## src/hw/rtl/npc_pkg.sv

```systemverilog
package npc_pkg;

  // Array geometry
  localparam int unsigned NUM_BLOCKS      = 8;
  localparam int unsigned PAGES_PER_BLOCK = 8;
  localparam int unsigned STORE_DEPTH     = NUM_BLOCKS * PAGES_PER_BLOCK;
  localparam int unsigned ADDR_W          = (STORE_DEPTH > 1) ? $clog2(STORE_DEPTH) : 1;

  // Range limits at field width
  localparam logic [7:0] BLK_LIMIT = 8'(NUM_BLOCKS);
  localparam logic [7:0] PG_LIMIT  = 8'(PAGES_PER_BLOCK);

  // Erased page content
  localparam logic [31:0] EMPTY_WORD = 32'h0000_00ff;

  // Opcodes
  localparam logic [1:0] OP_READ  = 2'd0;
  localparam logic [1:0] OP_WRITE = 2'd1;
  localparam logic [1:0] OP_ERASE = 2'd2;

  // Status codes
  localparam logic [2:0] ST_OK        = 3'd0;
  localparam logic [2:0] ST_BAD_PAGE  = 3'd1;
  localparam logic [2:0] ST_BAD_BLOCK = 3'd2;
  localparam logic [2:0] ST_NOT_SEQ   = 3'd3;
  localparam logic [2:0] ST_WRITTEN   = 3'd4;
  localparam logic [2:0] ST_EMPTY     = 3'd5;

  typedef struct packed {
    logic [1:0]  opcode;
    logic [7:0]  block;
    logic [7:0]  page;
    logic [31:0] write_data;
    logic [31:0] write_spare;
  } npc_in_t;

  typedef struct packed {
    logic [2:0]  status;
    logic [31:0] read_data;
    logic [31:0] read_spare;
  } npc_out_t;

  // Controller -> datapath
  typedef struct packed {
    logic load;         // capture input item
    logic rd_prev;      // read page below target
    logic rd_cur;       // read target page
    logic sweep_init;   // clearing pass step
    logic sweep_erase;  // block erase step
    logic resp;         // load result, commit write
  } npc_cmd_t;

  // Datapath -> controller
  typedef struct packed {
    logic init_last;
    logic erase_last;
    logic erase_go;
    logic slot_free;
  } npc_sts_t;

endpackage

```

## src/hw/rtl/npc_ctrl.sv

```systemverilog
module npc_ctrl (
  input  logic              clk_i,
  input  logic              rst_ni,
  input  logic              in_valid_i,
  output logic              in_ready_o,
  input  npc_pkg::npc_sts_t sts_i,
  output npc_pkg::npc_cmd_t cmd_o
);
  import npc_pkg::*;

  typedef enum logic [5:0] {
    S_INIT    = 6'b000001,
    S_IDLE    = 6'b000010,
    S_RD_PREV = 6'b000100,
    S_RD_CUR  = 6'b001000,
    S_ERASE   = 6'b010000,
    S_RESP    = 6'b100000
  } state_e;

  state_e state_q, state_d;

  // Next state and commands
  always_comb begin
    state_d    = state_q;
    cmd_o      = '0;
    in_ready_o = 1'b0;
    case (state_q)
      S_INIT: begin
        cmd_o.sweep_init = 1'b1;
        if (sts_i.init_last) state_d = S_IDLE;
      end
      S_IDLE: begin
        in_ready_o = 1'b1;
        if (in_valid_i) begin
          cmd_o.load = 1'b1;
          state_d    = S_RD_PREV;
        end
      end
      S_RD_PREV: begin
        cmd_o.rd_prev = 1'b1;
        state_d       = S_RD_CUR;
      end
      S_RD_CUR: begin
        cmd_o.rd_cur = 1'b1;
        state_d      = sts_i.erase_go ? S_ERASE : S_RESP;
      end
      S_ERASE: begin
        cmd_o.sweep_erase = 1'b1;
        if (sts_i.erase_last) state_d = S_RESP;
      end
      S_RESP: begin
        if (sts_i.slot_free) begin
          cmd_o.resp = 1'b1;
          state_d    = S_IDLE;
        end
      end
      default: state_d = S_INIT;
    endcase
  end

  always_ff @(posedge clk_i or negedge rst_ni) begin
    if (!rst_ni) begin
      state_q <= S_INIT;
    end else begin
      state_q <= state_d;
    end
  end

endmodule

```

## config.mk

```make
export PLATFORM = sky130hd
export DESIGN_NAME = npc_ctrl
export DESIGN_NICKNAME = d
export VERILOG_FILES = /design/src/hw/rtl/npc_pkg.sv /design/src/hw/rtl/npc_ctrl.sv
export SDC_FILE = /design/constraint.sdc
export NUM_CORES = 1
export LEC_CHECK = 0
export BUFFER_PORTS_ARGS = -buffer_cell sky130_fd_sc_hd__buf_2
export CAP_MARGIN = 20
export CELL_PAD_IN_SITES_DETAIL_PLACEMENT = 0
export CELL_PAD_IN_SITES_GLOBAL_PLACEMENT = 1
export CORE_AREA = 2 2 39 41
export DETAILED_ROUTE_END_ITERATION = 6
export DIE_AREA = 0 0 41 43
export PLACE_DENSITY_LB_ADDON = 0.1
export SLEW_MARGIN = 25
export SYNTH_ARGS = -nofsm -noshare
export SYNTH_HDL_FRONTEND = slang
export SYNTH_SLANG_ARGS = --single-unit
```

## constraint.sdc

```tcl
create_clock -name clk_i -period 1.71 [get_ports clk_i]
set_input_delay 0.0855 -clock clk_i [delete_from_list [all_inputs] [get_ports clk_i]]
set_output_delay 0.0855 -clock clk_i [all_outputs]
set_load 0.01 [all_outputs]
```

* After elaboration in Yosys (flattened, before gate mapping)
Index checks and enable logic that the tools add are counted. Widths: inputs -> output; s select.
Storage, ports and cells: logic and storage cells 27, flip-flop bits (word level) 6, output and inout port bits 7, bits of input ports 7
Operators by class: reductions and logical operators 1, multiplexer cells 15, equality and inequality tests 10
Operators with widths (number):
- $pmux 6 s6 | 1
- $mux 6 | 5
- $mux 1 | 9
- $ne 2x2->1 const B | 4
- $eq 6x1->1 const B | 1
- $eq 6x2->1 const B | 1
- $eq 6x3->1 const B | 1
- $eq 6x4->1 const B | 1
- $eq 6x5->1 const B | 1
- $eq 6x6->1 const B | 1
- $reduce_and 4->1 | 1

* Logic depth before layout (Yosys ltp)
word-level depth 3, gate-level depth with buffers 5, mapped depth without buffers 4

* Worst setup path after synthesis
No wires, ideal clock.
path kind reg2reg, start point register state_q[2], end point register state_q[0], clock period less this slack 1.305 ns, arrival time 1.226 ns, setup slack 0.405 ns, path buffers 1, library setup time 0.079 ns, stages on the path, launching flop included 6, data required time 1.631 ns, cells stage by stage dfrtp_1 buf_6 nor3_4 and4b_4 a311oi_1 a22o_1
On the way: longest elaborated chain between the ends 3, elaborated cells between the ends (all ways) 12, classes of those cells eq/ne (10); mux (1); reduce/logical (1)
RTL lines:
- from (decl) | line npc_ctrl.sv:20 | state_e state_q, state_d;
- from (signal assigned) | line npc_ctrl.sv:65 | state_q <= state_d;
- $eq 6x1->1, or another cell as far along | line npc_ctrl.sv:27 | case (state_q)
- $ne 2x2->1 (no source line)
- $reduce_and 4->1 (no source line)
Several ways; a longest one is shown, not always the timed one. A chain may end at the register's enable or synchronous reset.

==> key figures <==
Logic synthesis
  • Synth cell types: 30
  • Register area share after synthesis: 34.67%
  • YS warnings: 0
  • Post-Syn Area: 436.7 sq um
  • Syn Inst Count: between 40 and 50
  • FF+latch count, synth: 6
  • Syn_area_per_cell: 9.097 sq um
  • Synth Net Count: 55

STA
  • RSZ-0062 raised after global routing: no
  • Fin crit share: 91.81%
  • Setup TNS Final: 0 ps
  • Period minus WS final: approximately 1600 ps
  • Final setup viols: 0
  • Max Fclk: 637.0 MHz
  • Worst Tran Pin Value: 291.4 ps
  • Worst slew margin: between 80% and 90%
  • Fin Clk Skew: 7.880 ps
  • Fin. max-slew vios: 0
  • Fin. Hold Viols: 0

Global route
  • Largest net degree at the start of global routing: 9
  • Tot GR Track Use: 13.20%
  • Initial antenna violation count: 0
  • Grt total ovfl: 0
  • First-pass GRT wire length: ~1600 um
  • Vias in the first global route: between 300 and 400

Layout
  • Max reg flops: 6
  • Net count, final: 70
  • Ant diodes: 0
  • Fillers: 152
  • Layout cells sized above 1: 37.10%
  • Commonest non-fill, non-tap cell in the layout: buf_2
  • P&R area growth vs syn: 22.06%
  • Final Instance Count excl. Fillers: 78
  • Largest regs: state_q (6)
  • Most frequent cells in the layout: 13 x buf_2, 5 x nor2_1, 4 x inv_1, 4 x dfrtp_1
  • Biggest register: state_q

Floorplan
  • Core box area: 1384 sq um
  • Starting Density: 31.56%
  • IO Pins: 14
  • Die ar.: 1763 sq um
  • Die Y: ~43 um
  • Chip width: 41 um
  • Row cnt: 14

Clock tree
  • CTS H-tree lvls: 1
  • Clock buffer count from CTS: 3
  • Root Driver: clkbuf_4
  • CTS sink cnt: 6
  • Clk_lat worst skew: around 240 ps
  • CTS tree: done
  • Clock Path Buffers: 2
  • Worst-path clk slew: 50 ps

Critical path
  • Buf/Inv on CP: 2
  • Crit path DAT: between 1000 and 1500 ps
  • WP data required: 1620 ps
  • Cell family with most CP delay: simple AND/OR/NAND/NOR gates
  • Critical Path, Cell by Cell: nor3_4, nand3_2, inv_1, and2_1, buf_2
  • Critical Path Sink Type: output pin
  • Crit-path max FO: 6
  • Crit-path slowest cell: dfrtp_1
  • CP Class: reg2out
  • Max stage delay on crit path: around 440 ps
  • CP Launch Type: flip-flop

Power and ir drop
  • Leakage: 0.2673 nW
  • Sequential share of power: about 36%
  • Pwr/cell area: 1293 nW/um^2
  • P_sw: around 0.00027 W
  • P_int: 0.0004179 W
  • Logic pwr share: a little over two fifths
  • Switching share of power: between 30 and 40%
  • Maximum vdd drop: 0.5792 mV
  • Clock power share: 20.0%

Job
  • Max-Cap Viols: 0

Place
  • Placed Cells: 73
  • HPWL Detailed: 757.3 um
  • Buffers added on ports: 13
  • GPL Wtd Cong: between 0.7 and 0.8

Route
  • Initial drt markers: 10
  • DR pass1 iterations: 4
  • Routed WL: 964 um
  • Vias: 396
  • Vias per std cell: 5.077
  • Drt drc: 0
  • Routed Antenna Nets: 0
  • Drt wl/cell: 12.36 um

Worst hold path
  • Hold Crit Class: in2reg

Outcome
  • Status: complete, no violations
## final timing paths
check                           slack (ps)    endpoint  cells past startpoint       start
worst max-delay path                   140    cmd_o[5]                      5  state_q[5]
worst max register to register         300  state_q[1]                      4  state_q[5]
max in group asynchronous             1300  state_q[0]                      2      rst_ni
min in group asynchronous              190  state_q[2]                      2      rst_ni
worst min register to register         550  state_q[3]                      1  state_q[3]
worst min-delay path                    50  state_q[4]                      2    sts_i[2]
## stage by stage
step	instance area (sq um)	util [%]	setup slack, ps	hold WS (ps)	power, W
5_1_grt	533.0	38.52	38.05	47.52	0.0007471
3_3_place_gp	495.5	35.80	289.6	-85.82	0.0005573
6_report	533.0	38.52	140.1	49.54	0.0006891
3_5_place_dp	495.5	35.80	283.6	-86.63	0.0005530
4_1_cts	531.8	38.43	78.96	36.68	0.0006999
2_1_floorplan	436.7	-	405.0	-210.1	0.0004806
## metal layers
layer | up-vias | part of all wire (%) | track usage (%) | wire length [um]
met2 | 7 | 48 | 15.31 | 460
met1 | 188 | 50 | 22.00 | 481
met5 | - | 0 | 0 | 0
met3 | 0 | 2.3 | 1.571 | 22
met4 | 0 | 0 | 8.000 | 0
li1 | 201 | - | - | -
## synth_stat cells (all sizes together)
| master | number | area share [%] |
|---|---|---|
| a21oi | 1 | 1.1 |
| a22o | 1 | 2.0 |
| a311oi | 1 | 2.0 |
| and2 | 3 | 4.3 |
| and4 | 1 | 2.0 |
| and4b | 1 | 3.2 |
| buf | 2 | 3.7 |
| clkbuf | 2 | 2.3 |
| dfrtp | 5 | 29 |
| dfstp | 1 | 6.0 |
| inv | 4 | 3.4 |
| nand2 | 1 | 0.86 |
| nand2b | 1 | 1.4 |
| nand3 | 2 | 3.4 |
| nand4 | 1 | 1.4 |
| nor2 | 6 | 5.7 |
| nor3 | 4 | 7.2 |
| nor3b | 3 | 5.2 |
| o211a | 1 | 2.3 |
| o21ai | 2 | 2.3 |
| o221ai | 1 | 3.4 |
| o22ai | 1 | 1.4 |
| o2bb2ai | 1 | 2.0 |
| o41a | 1 | 2.6 |
| xor2 | 1 | 2.0 |
## worst reg2reg max path: cells and delay by family (launching register included)
kind / cells / cell delay, ps
and+or+nand+nor: 2 / 470
DFF: 1 / 440
AOI/OAI and AO/OA: 2 / 370
## power groups by stage
stage / Sequential, W / Combinational [W] / Clock (W)
finish: 0.000249 / 0.000303 / 0.000138
global route: 0.000257 / 0.000338 / 0.000152
CTS: 0.000249 / 0.000305 / 0.000146
detailed placement: 0.000251 / 0.000302 / 0
global placement: 0.000254 / 0.000303 / 0
floorplan: 0.000203 / 0.000278 / 0
## what timing repair did
item	CTS	global route
gates resized for setup	0	1
buffers inserted	0	0
endpoints found under the setup margin	0	1
endpoints found under the hold margin	6	0
hold buffers	1	0
## kinds of logic after synthesis
kind of cell	count (synthesis)	synth area share [%]
buf+inv	8	9.453
compound gates	10	19.20
simple gates	23	34.67
flops	6	34.67
xor+xnor	1	2.006
## layout make-up
class | instances | area, sq um | share of cell area, %
multi-input cells | 34 | 244.0 | 45.77
flip-flops and latches | 6 | 152.6 | 28.64
repair buffers | 14 | 75.07 | 14.08
clock buffers | 4 | 26.28 | 4.930
well taps | 16 | 20.02 | 3.756
inverters | 4 | 15.01 | 2.817
Note: power is estimated with default switching activity, not from simulation.
